`src/sv/wgm_pkg.sv`:
```
// Shared types and constants for the glob matcher.
`timescale 1ns / 1ps

package wgm_pkg;

    // Opcodes of an input item.
    localparam logic [1:0] OP_PAT_APPEND  = 2'd0;
    localparam logic [1:0] OP_SUBJ_APPEND = 2'd1;
    localparam logic [1:0] OP_EVALUATE    = 2'd2;

    // Wildcard characters.
    localparam logic [7:0] STAR_CHAR     = 8'd42;
    localparam logic [7:0] QUESTION_CHAR = 8'd63;

    // One input item.
    typedef struct packed {
        logic [1:0] opcode;
        logic [7:0] char_value;
    } in_item_t;

    // One result item.
    typedef struct packed {
        logic matched;
        logic overflowed;
    } out_item_t;

    // Commands from the controller to the datapath.
    typedef struct packed {
        logic append_pat;  // store the item's character in the pattern
        logic append_subj; // store the item's character in the subject
        logic clear;       // empty both stores and drop the overflow flag
        logic start;       // zero the search pointers
        logic step;        // advance both pointers after a good compare
        logic take_star;   // remember a star: anchor at s, move p past it
        logic skip_adv;    // move p past one more star
        logic star_done;   // pattern anchor becomes the current p
        logic retry;       // backtrack: subject anchor plus one, p to anchor
    } cmd_t;

    // Status from the datapath to the controller.
    typedef struct packed {
        logic s_in_range;  // subject pointer below subject length
        logic p_in_range;  // pattern pointer below pattern length
        logic pat_star;    // pattern character read is a star
        logic char_ok;     // pattern character accepts the subject character
        logic star_seen;   // a star was met in this search
        logic overflow;    // a store overflowed since the last evaluation
    } status_t;

endpackage

```
`src/sv/wgm_datapath.sv`:
```
// Datapath of the glob matcher: character stores, lengths and search pointers.
`timescale 1ns / 1ps

module wgm_datapath
    import wgm_pkg::*;
#(
    parameter int MAX_PATTERN = 32,
    parameter int MAX_SUBJECT = 32
)
(
    input  logic     clk,
    input  logic     rst_n,
    input  cmd_t     cmd,
    input  logic [7:0] char_value,
    output status_t  status
);

    localparam int PLEN_W = $clog2(MAX_PATTERN + 1);
    localparam int SLEN_W = $clog2(MAX_SUBJECT + 1);
    localparam int PIDX_W = $clog2(MAX_PATTERN);
    localparam int SIDX_W = $clog2(MAX_SUBJECT);

    logic [7:0] pat_store_reg  [MAX_PATTERN];
    logic [7:0] subj_store_reg [MAX_SUBJECT];
    logic [7:0] pat_rdata_reg;
    logic [7:0] subj_rdata_reg;

    logic [PLEN_W-1:0] plen_reg, plen_next;
    logic [SLEN_W-1:0] slen_reg, slen_next;
    logic              overflow_reg, overflow_next;
    logic [PLEN_W-1:0] p_reg, p_next;
    logic [PLEN_W-1:0] ap_reg, ap_next;
    logic [SLEN_W-1:0] s_reg, s_next;
    logic [SLEN_W-1:0] as_reg, as_next;
    logic              star_reg, star_next;

    logic pat_full;
    logic subj_full;

    assign pat_full  = (plen_reg == PLEN_W'(MAX_PATTERN));
    assign subj_full = (slen_reg == SLEN_W'(MAX_SUBJECT));

    // Store writes happen only at append time; reads follow the pointers every cycle.
    always_ff @(posedge clk)
    begin
        if (cmd.append_pat && !pat_full)
        begin
            pat_store_reg[plen_reg[PIDX_W-1:0]] <= char_value;
        end
        if (cmd.append_subj && !subj_full)
        begin
            subj_store_reg[slen_reg[SIDX_W-1:0]] <= char_value;
        end
        pat_rdata_reg  <= pat_store_reg[p_reg[PIDX_W-1:0]];
        subj_rdata_reg <= subj_store_reg[s_reg[SIDX_W-1:0]];
    end

    // Lengths and the overflow flag.
    always_comb
    begin
        plen_next     = plen_reg;
        slen_next     = slen_reg;
        overflow_next = overflow_reg;
        if (cmd.clear)
        begin
            plen_next     = '0;
            slen_next     = '0;
            overflow_next = 1'b0;
        end
        else if (cmd.append_pat)
        begin
            if (pat_full)
            begin
                overflow_next = 1'b1;
            end
            else
            begin
                plen_next = plen_reg + PLEN_W'(1);
            end
        end
        else if (cmd.append_subj)
        begin
            if (subj_full)
            begin
                overflow_next = 1'b1;
            end
            else
            begin
                slen_next = slen_reg + SLEN_W'(1);
            end
        end
    end

    // Search pointers, anchors and the star marker.
    always_comb
    begin
        p_next    = p_reg;
        ap_next   = ap_reg;
        s_next    = s_reg;
        as_next   = as_reg;
        star_next = star_reg;
        if (cmd.start)
        begin
            p_next    = '0;
            ap_next   = '0;
            s_next    = '0;
            as_next   = '0;
            star_next = 1'b0;
        end
        else if (cmd.step)
        begin
            p_next = p_reg + PLEN_W'(1);
            s_next = s_reg + SLEN_W'(1);
        end
        else if (cmd.take_star)
        begin
            star_next = 1'b1;
            as_next   = s_reg;
            p_next    = p_reg + PLEN_W'(1);
        end
        else if (cmd.skip_adv)
        begin
            p_next = p_reg + PLEN_W'(1);
        end
        else if (cmd.star_done)
        begin
            ap_next = p_reg;
        end
        else if (cmd.retry)
        begin
            as_next = as_reg + SLEN_W'(1);
            s_next  = as_reg + SLEN_W'(1);
            p_next  = ap_reg;
        end
    end

    always_ff @(posedge clk or negedge rst_n)
    begin
        if (!rst_n)
        begin
            plen_reg     <= '0;
            slen_reg     <= '0;
            overflow_reg <= 1'b0;
            p_reg        <= '0;
            ap_reg       <= '0;
            s_reg        <= '0;
            as_reg       <= '0;
            star_reg     <= 1'b0;
        end
        else
        begin
            plen_reg     <= plen_next;
            slen_reg     <= slen_next;
            overflow_reg <= overflow_next;
            p_reg        <= p_next;
            ap_reg       <= ap_next;
            s_reg        <= s_next;
            as_reg       <= as_next;
            star_reg     <= star_next;
        end
    end

    // Status back to the controller.
    always_comb
    begin
        status.s_in_range = (s_reg < slen_reg);
        status.p_in_range = (p_reg < plen_reg);
        status.pat_star   = (pat_rdata_reg == STAR_CHAR);
        status.char_ok    = (pat_rdata_reg == QUESTION_CHAR) ||
                            (pat_rdata_reg == subj_rdata_reg);
        status.star_seen  = star_reg;
        status.overflow   = overflow_reg;
    end

endmodule

```
`src/sv/wgm_controller.sv`:
```
// Controller of the glob matcher: handshakes, search sequencing and the result register.
`timescale 1ns / 1ps

module wgm_controller
    import wgm_pkg::*;
(
    input  logic      clk,
    input  logic      rst_n,
    input  logic      item_valid,
    output logic      item_ready,
    input  in_item_t  item,
    output logic      result_valid,
    input  logic      result_ready,
    output out_item_t result,
    input  status_t   status,
    output cmd_t      cmd
);

    typedef enum logic [4:0] {
        ST_IDLE       = 5'b00001,
        ST_FETCH      = 5'b00010,
        ST_COMPARE    = 5'b00100,
        ST_SKIP_FETCH = 5'b01000,
        ST_SKIP_CMP   = 5'b10000
    } state_t;

    state_t    state_reg, state_next;
    logic      tail_reg, tail_next;         // star skip at the end of the subject
    logic      out_valid_reg, out_valid_next;
    out_item_t out_reg, out_next;
    logic      item_xfer;

    assign item_ready   = (state_reg == ST_IDLE) && (!out_valid_reg || result_ready);
    assign item_xfer    = item_valid && item_ready;
    assign result_valid = out_valid_reg;
    assign result       = out_reg;

    // Search sequencer.
    always_comb
    begin
        state_next     = state_reg;
        tail_next      = tail_reg;
        out_valid_next = out_valid_reg && !result_ready;
        out_next       = out_reg;
        cmd            = '0;

        case (state_reg)
            ST_IDLE:
            begin
                if (item_xfer)
                begin
                    case (item.opcode)
                        OP_PAT_APPEND:  cmd.append_pat  = 1'b1;
                        OP_SUBJ_APPEND: cmd.append_subj = 1'b1;
                        OP_EVALUATE:
                        begin
                            if (status.overflow)
                            begin
                                cmd.clear          = 1'b1;
                                out_valid_next     = 1'b1;
                                out_next.matched    = 1'b0;
                                out_next.overflowed = 1'b1;
                            end
                            else
                            begin
                                cmd.start  = 1'b1;
                                state_next = ST_FETCH;
                            end
                        end
                        default: ;
                    endcase
                end
            end

            ST_FETCH:
            begin
                if (!status.s_in_range)
                begin
                    tail_next  = 1'b1;
                    state_next = ST_SKIP_FETCH;
                end
                else if (!status.p_in_range)
                begin
                    if (status.star_seen)
                    begin
                        cmd.retry = 1'b1;
                    end
                    else
                    begin
                        cmd.clear           = 1'b1;
                        out_valid_next      = 1'b1;
                        out_next.matched    = 1'b0;
                        out_next.overflowed = 1'b0;
                        state_next          = ST_IDLE;
                    end
                end
                else
                begin
                    state_next = ST_COMPARE;
                end
            end

            ST_COMPARE:
            begin
                if (status.pat_star)
                begin
                    cmd.take_star = 1'b1;
                    tail_next     = 1'b0;
                    state_next    = ST_SKIP_FETCH;
                end
                else if (status.char_ok)
                begin
                    cmd.step   = 1'b1;
                    state_next = ST_FETCH;
                end
                else if (status.star_seen)
                begin
                    cmd.retry  = 1'b1;
                    state_next = ST_FETCH;
                end
                else
                begin
                    cmd.clear           = 1'b1;
                    out_valid_next      = 1'b1;
                    out_next.matched    = 1'b0;
                    out_next.overflowed = 1'b0;
                    state_next          = ST_IDLE;
                end
            end

            ST_SKIP_FETCH:
            begin
                // Only stars remain in the pattern: the rest of the subject matches.
                if (!status.p_in_range)
                begin
                    cmd.clear           = 1'b1;
                    out_valid_next      = 1'b1;
                    out_next.matched    = 1'b1;
                    out_next.overflowed = 1'b0;
                    state_next          = ST_IDLE;
                end
                else
                begin
                    state_next = ST_SKIP_CMP;
                end
            end

            ST_SKIP_CMP:
            begin
                if (status.pat_star)
                begin
                    cmd.skip_adv = 1'b1;
                    state_next   = ST_SKIP_FETCH;
                end
                else if (tail_reg)
                begin
                    cmd.clear           = 1'b1;
                    out_valid_next      = 1'b1;
                    out_next.matched    = 1'b0;
                    out_next.overflowed = 1'b0;
                    state_next          = ST_IDLE;
                end
                else
                begin
                    cmd.star_done = 1'b1;
                    state_next    = ST_FETCH;
                end
            end

            default:
            begin
                state_next = ST_IDLE;
            end
        endcase
    end

    always_ff @(posedge clk or negedge rst_n)
    begin
        if (!rst_n)
        begin
            state_reg     <= ST_IDLE;
            tail_reg      <= 1'b0;
            out_valid_reg <= 1'b0;
        end
        else
        begin
            state_reg     <= state_next;
            tail_reg      <= tail_next;
            out_valid_reg <= out_valid_next;
        end
    end

    always_ff @(posedge clk)
    begin
        out_reg <= out_next;
    end

`ifndef SYNTHESIS
    // A clean evaluate transfer starts a search on the next cycle.
    assert property (@(posedge clk) disable iff (!rst_n)
        (item_xfer && item.opcode == OP_EVALUATE && !status.overflow)
            |=> (state_reg == ST_FETCH))
    else $error("evaluate transfer did not start a search");

    // The result register is empty for the whole search.
    assert property (@(posedge clk) disable iff (!rst_n)
        (state_reg != ST_IDLE) |-> !out_valid_reg)
    else $error("search running while a result is pending");

    // Clearing the stores always drops the overflow flag.
    assert property (@(posedge clk) disable iff (!rst_n)
        cmd.clear |=> !status.overflow)
    else $error("overflow flag survived a clear");

    // An overflowed result never reports a match.
    assert property (@(posedge clk) disable iff (!rst_n)
        (out_valid_reg && out_reg.overflowed) |-> !out_reg.matched)
    else $error("overflowed result reports a match");
`endif

endmodule

```
`src/sv/wildcard_glob_matcher.sv`:
```
// Top level of the glob matcher: controller and datapath.
`timescale 1ns / 1ps

// Glob matcher with '?' and '*' wildcards. Append items (one per cycle) store a
// pattern or subject character; an evaluate item searches greedily, backtracking
// to the last star, and returns one result, then empties both stores. Appends
// past MAX_PATTERN or MAX_SUBJECT characters are dropped and the next result
// reports overflow with no match, in the cycle after the evaluate transfer. A clean
// search reads both stores through one registered read port each, so every
// compare step passes through a fetch state and then a compare state. Input
// stalls during the search and, for every kind of item, while a finished result
// waits to be taken.
module wildcard_glob_matcher
    import wgm_pkg::*;
#(
    parameter int MAX_PATTERN = 32,
    parameter int MAX_SUBJECT = 32
)
(
    input  logic      clk,
    input  logic      rst_n,
    input  logic      item_valid,
    output logic      item_ready,
    input  in_item_t  item,
    output logic      result_valid,
    input  logic      result_ready,
    output out_item_t result
);

    cmd_t    cmd;
    status_t status;

    wgm_controller u_controller (
        .clk          (clk),
        .rst_n        (rst_n),
        .item_valid   (item_valid),
        .item_ready   (item_ready),
        .item         (item),
        .result_valid (result_valid),
        .result_ready (result_ready),
        .result       (result),
        .status       (status),
        .cmd          (cmd)
    );

    wgm_datapath #(
        .MAX_PATTERN (MAX_PATTERN),
        .MAX_SUBJECT (MAX_SUBJECT)
    ) u_datapath (
        .clk        (clk),
        .rst_n      (rst_n),
        .cmd        (cmd),
        .char_value (item.char_value),
        .status     (status)
    );

endmodule

```
`config.mk`:
```
export PLATFORM = sky130hd
export DESIGN_NAME = wildcard_glob_matcher
export DESIGN_NICKNAME = d
export VERILOG_FILES = /design/src/sv/wgm_pkg.sv /design/src/sv/wgm_datapath.sv /design/src/sv/wgm_controller.sv /design/src/sv/wildcard_glob_matcher.sv
export SDC_FILE = /design/constraint.sdc
export NUM_CORES = 1
export LEC_CHECK = 0
export ABC_AREA = 1
export BUFFER_PORTS_ARGS = -buffer_cell sky130_fd_sc_hd__buf_2
export CAP_MARGIN = 20
export CORE_UTILIZATION = 35
export DETAILED_ROUTE_END_ITERATION = 16
export SLEW_MARGIN = 40
export SYNTH_ARGS = -nofsm -noshare
export SYNTH_HDL_FRONTEND = slang
export SYNTH_SLANG_ARGS = --single-unit
```
`constraint.sdc`:
```
create_clock -name clk -period 7.2 [get_ports clk]
set_clock_uncertainty 0.05 [all_clocks]
set_input_delay 1.08 -clock clk [delete_from_list [all_inputs] [get_ports clk]]
set_output_delay 1.08 -clock clk [all_outputs]
set_load 0.005 [all_outputs]
```
[Yosys cells after proc, flatten, opt, wreduce, memory -nomap -nowiden]
Memory sizes are Yosys's and may differ from the RTL's. A register that Yosys moved wholly into a read port is not among the register bits.
Cells that the tools add are included.
Operators by class
  order comparisons: 2
  eq/ne operators: 39
  add/sub/neg operators: 5
  muxes and demuxes: 109
  reductions and logical operators: 34
Operators with widths (count)
  $mux 6: 27
  $mux 1: 48
  $mux 5: 9
  $mux 2: 18
  $add 6x1->6 const B: 5
  $pmux 5 s5: 1
  $ne 2x2->1 const B: 12
  $eq 8x6->1 const B: 2
  $reduce_and 4->1: 4
  $ne 3x1->1 const B: 5
  $ne 2x1->1 const B: 7
  $eq 6x6->1 const B: 2
  $lt 6x6->1: 2
  $reduce_bool 3->1: 4
  $reduce_and 11->1: 1
  $pmux 1 s5: 2
  $pmux 2 s5: 1
  $reduce_bool 2->1: 5
  $reduce_bool 5->1: 2
  $reduce_and 3->1: 3
  $eq 8x8->1: 1
  $reduce_and 2->1: 3
  $eq 5x1->1 const B: 1
  $eq 5x2->1 const B: 1
  14 further kinds: 23
Storage, ports and cells
  logic and storage cells: 204
  bits in writable memories: 512
  output and inout port bits: 4
  bits in registers: 47
  memories kept: 2
  input port bits: 14
Memories
  u_datapath.pat_store_reg: depth 32, width 8, read ports 1, clocked after Yosys merged registers in 1, wr ports 1, RTL line wgm_datapath.sv:23  | logic [7:0] pat_store_reg [MAX_PATTERN];
  u_datapath.subj_store_reg: depth 32, width 8, read ports 1, clocked after Yosys merged registers in 1, wr ports 1, RTL line wgm_datapath.sv:24  | logic [7:0] subj_store_reg [MAX_SUBJECT];

[Longest topological paths before layout]
  depth after elaboration: 11
  gate-level depth with buffers: 14

[Hierarchy]
Synthesis repeated with hierarchy kept, for this count alone.
Second synthesis, totals
  cell total of the unflattened synthesis: 2307
  area total of the unflattened synthesis: 24845.1 um^2
By module, submodules not included
  wgm_datapath: instances 1, cells an instance 2203, area an instance 24134.4 um^2
  wgm_controller: instances 1, cells an instance 104, area an instance 710.7 um^2

[Worst setup path after synthesis]
Ideal clock, no wire load.
  path kind: input to register
  start: input port result_ready
  end: memory u_datapath.pat_store_reg[15][0], enable pin
  setup time: 383 ps
  path slack: 4392 ps
  required time: 6767 ps
  data arrival time: 2375 ps
  stages on the path: 8
  path through: nor2_1 nor2_2 nand2_1 nor2_2 nand2_2 nor2_2 nand2_2 nor3_1
On the way
  word-level cells in the longest chain between the ends: 8
RTL lines
  start: declaration: RTL line wildcard_glob_matcher.sv:26  | input logic result_ready,
  $logic_or 1x1->1: RTL line wgm_controller.sv:33  | assign item_ready = (state_reg == ST_IDLE) && (!out_valid_reg || result_ready);
  $logic_and 1x1->1: RTL line wgm_controller.sv:33
  net item_ready: RTL line wildcard_glob_matcher.sv:23  | output logic item_ready,
  $logic_and 1x1->1: RTL line wgm_controller.sv:34  | assign item_xfer = item_valid && item_ready;
  $mux 4: RTL line wgm_controller.sv:50  | if (item_xfer)
  $mux 2: RTL line wgm_controller.sv:47  | case (state_reg)
  $logic_and 1x1->1: RTL line wgm_datapath.sv:46  | if (cmd.append_pat && !pat_full)
  $mux 1: RTL line wgm_datapath.sv:46
  $mux 1 (not written as such): RTL line wgm_datapath.sv:48  | pat_store_reg[plen_reg[PIDX_W-1:0]] <= char_value;
  end: declaration: RTL line wgm_datapath.sv:23
The timed path passes the listed nets, and every way through them passes these cells.

==> flow_summary.toml <==
[placement]
dp_worst_setup_slack_ns = 3.66
place_congestion = 0.857
postPlaceCellArea_mm2 = 0.0249
numPortBuffers = 17
dp_hpwl_um = 37200

[synth]
synthCells = 2011
synth_adder_area_share_pct = 1.09
syn_area_per_cell_um2 = 12.0
ys_async_sr_fraction_pct = 7.83
synth.area.mux_share_pct = 0
synthesis.area_mm2 = 0.0241
synth-edff-count = 514
ys_ff_latch = 575
syn-num-nets = 2046
synth_compound_area_share_pct = 11.8
synth_cell_type_count = 44
ys.flop_type = "edfxtp_1"
yosysSeqAreaShare_pct = 70.2
synth_xor_area_share_pct = 0.619
synth_warnings = 0
synth_top_family_by_area = "simple AND/OR/NAND/NOR gates"
synthSimpleGateAreaFrac_pct = 12.8

[worst_setup_path]
ff2ff_path_depth = 8
critPathMostFrequentCell = "nand2_1"
worstPathArrival_ns = 3.72
crit_chain = "clkinv_2 > buf_4 > o21ai_0 > o221ai_1 > nand3_1 > o21ai_1 > nand2_1 > nand2_1"
critPathKind = "reg -> reg"
r2r_start = "u_datapath.p_reg[0]"
rrSetupSlack_ns = 3.94
critPathMaxFanout = 74
startpoint_type = "register"
crit_path_max_incr_delay_ns = 0.77
worst-endpoint-required_ns = 7.66
critPathSlowestCell = "dfrtp_4"
end_kind = "register"
worstReg2RegEnd = "u_datapath.pat_rdata_reg[7]"

[die]
dieWidth_um = 264
ios = 18
die_y_um = 264
start_util_pct = 35.6
die_area_mm2 = 0.0698
core_mm2 = 0.0676
fp-row-count = 95

[sta]
period_needed_ns = 3.26
setup_tns_ns = 0
slew_headroom_pct = 47.5
hold_ws_ns = 0.481
min_period_over_period_pct = 45.2
drv_slew = 0
setup_viol = 0
final_hold_viol_count = 0
tightestPinTransition_ns = 0.785
setup_ws_ns = 3.94
max_freq_mhz = 307
rsz0062_at_grt = "false"

[global_routing]
grt.overflow.total = 0
grt_pass1_wl_um = 95000
antenna_found_initial = 0
grt_max_degree = 130
grt_use_total_pct = 17.7
grt_pass1_vias = 15900

[clock_network]
h-tree-depth = 2
insertion_delay_ns = 0.63
cts_root_buffer = "clkbuf_16"
cts_made_buffers = 56
ctsHoldBuffers = 0
tritoncts = "done"
ctsResizeCount = 0
post_cts_buffers = 0
cts.clk_slew.worst_paths_ns = 0.07
clockBufferDepth = 3
cts_sinks = 575

[flow_run]
drv_cap = 0

[routing]
detail-route-antenna-nets = 0
drt_iter0_drc = 1710
vias = 16000
remaining_drc_errors = 0
wl_um = 62500
wl_per_cell_um = 21.5
first_pass_iters = 6
vias_per_cell = 5.51

[worst_hold_path]
min_to = "u_datapath.ap_reg[5]"
holdCritStartpoint = "u_datapath.ap_reg[5]"
hp-class = "reg -> reg"
hold_path_depth = 2

[finish]
antennaDiodeCount = 0
synthToLayoutAreaGrowth_pct = 11.4
drive_gt1_share_pct = 9.47
finish.instance_area_mm2 = 0.0268
final_nets = 2025

[power_and_ir_drop]
power.density_mw_per_mm2 = 380
total_leakage_power_nw = 9.05
vdd_ir_drop_max_mv = 0.221
p_total_mw = 10.2

[run_status]
status = "finished clean"
[metal layers]
| metal | wire, um | GRT usage, % | vias up |
|---|---|---|---|
| met5 | 0 | 0 | - |
| met4 | 1690 | 5.92 | 0 |
| met3 | 5120 | 2.95 | 111 |
| met2 | 29000 | 28.3 | 737 |
| met1 | 26700 | 24.5 | 7889 |
| li1 | - | - | 7296 |
[worst max path at each step]
stage                              startpoint                              end  slack (ns)  cells past startpoint
after floorplan                  result_ready  u_datapath.pat_store_reg[15][0]        4.39                      8
after global placement           result_ready  u_datapath.subj_store_reg[0][0]        3.73                      7
after detailed placement           item_valid  u_datapath.subj_store_reg[8][1]        3.66                      7
after CTS                 u_datapath.p_reg[0]      u_datapath.pat_rdata_reg[7]        3.99                      8
after global routing      u_datapath.p_reg[0]             u_datapath.as_reg[5]        3.65                     10
final                     u_datapath.p_reg[0]      u_datapath.pat_rdata_reg[7]        3.94                      8
[kinds of logic after synthesis]
group | after synthesis
buffers and inverters | 203
AO/OA/AOI/OAI | 471
adder cells (fa/ha/maj) | 21
AND/OR/NAND/NOR | 724
XOR/XNOR | 17
flip-flops | 575
[placed cells by master, fill, tap and decap left out, types with 10 or more instances in the layout]
cell type	Yosys	routed
nand2_1	172	172
buf_4	2	11
clkbuf_1	77	11
nand3_1	109	109
ha_1	21	21
o21ai_1	26	26
o22ai_1	39	39
nand4_1	21	21
dfxtp_1	16	16
a21oi_1	13	13
clkbuf_16	0	56
o21ai_0	274	274
o221ai_1	98	98
inv_1	69	68
nor2_2	22	23
dfrtp_1	44	39
o21a_1	10	10
edfxtp_1	514	514
clkinv_2	0	18
buf_2	30	16
inv_2	15	14
nor2_1	372	371
[critical path, delay by kind of cell, from the launching register on]
| family | cells | cell delay (ns) |
|---|---|---|
| buf+inv | 2 | 1.30 |
| simple gates | 3 | 0.38 |
| flops | 1 | 0.77 |
| compound gates | 3 | 0.59 |
[final cells by class]
cell class / count / area, um^2
Fill cell: 6260 / 40800
Sequential cell: 575 / 16900
Multi-Input combinational cell: 1233 / 6340
Clock buffer: 69 / 1470
Tap cell: 873 / 1090
Clock inverter: 37 / 398
Inverter: 88 / 335
Timing Repair Buffer: 36 / 267
[through the flow]
stage          instances  utilization (%)
6_report            2911             39.6
5_1_grt             2911             39.6
4_1_cts             2911             39.6
3_5_place_dp        2805             36.8
3_3_place_gp        2805             36.8
2_1_floorplan       2011                -
[report_power, final]
part           internal (mW)  switching (mW)  total (mW)
Combinational          0.943            2.17        3.11
Clock                   1.71            1.27        2.98
Sequential              3.81           0.301        4.11
Total                   6.46            3.73        10.2
[synthesized netlist by cell type (all sizes together), types with 3 or more instances]
cell type  number  area share [%]
clkbuf         77             1.2
a31oi           5            0.13
a21oi          16            0.41
edfxtp        514              64
dfxtp          16             1.3
nand3         111             2.4
ha             21             1.1
xnor2           8            0.29
inv            85             1.3
o221ai         98             3.6
o21ai         300             6.2
nor2          397             6.6
nand4          23            0.69
xor2            9            0.33
nand2         180             2.9
buf            38            0.91
nor3           11            0.27
o22ai          39             1.0
clkinv          3           0.047
o21a           10            0.31
dfrtp          44             4.6
No activity file was read; power rests on OpenSTA's default activity.
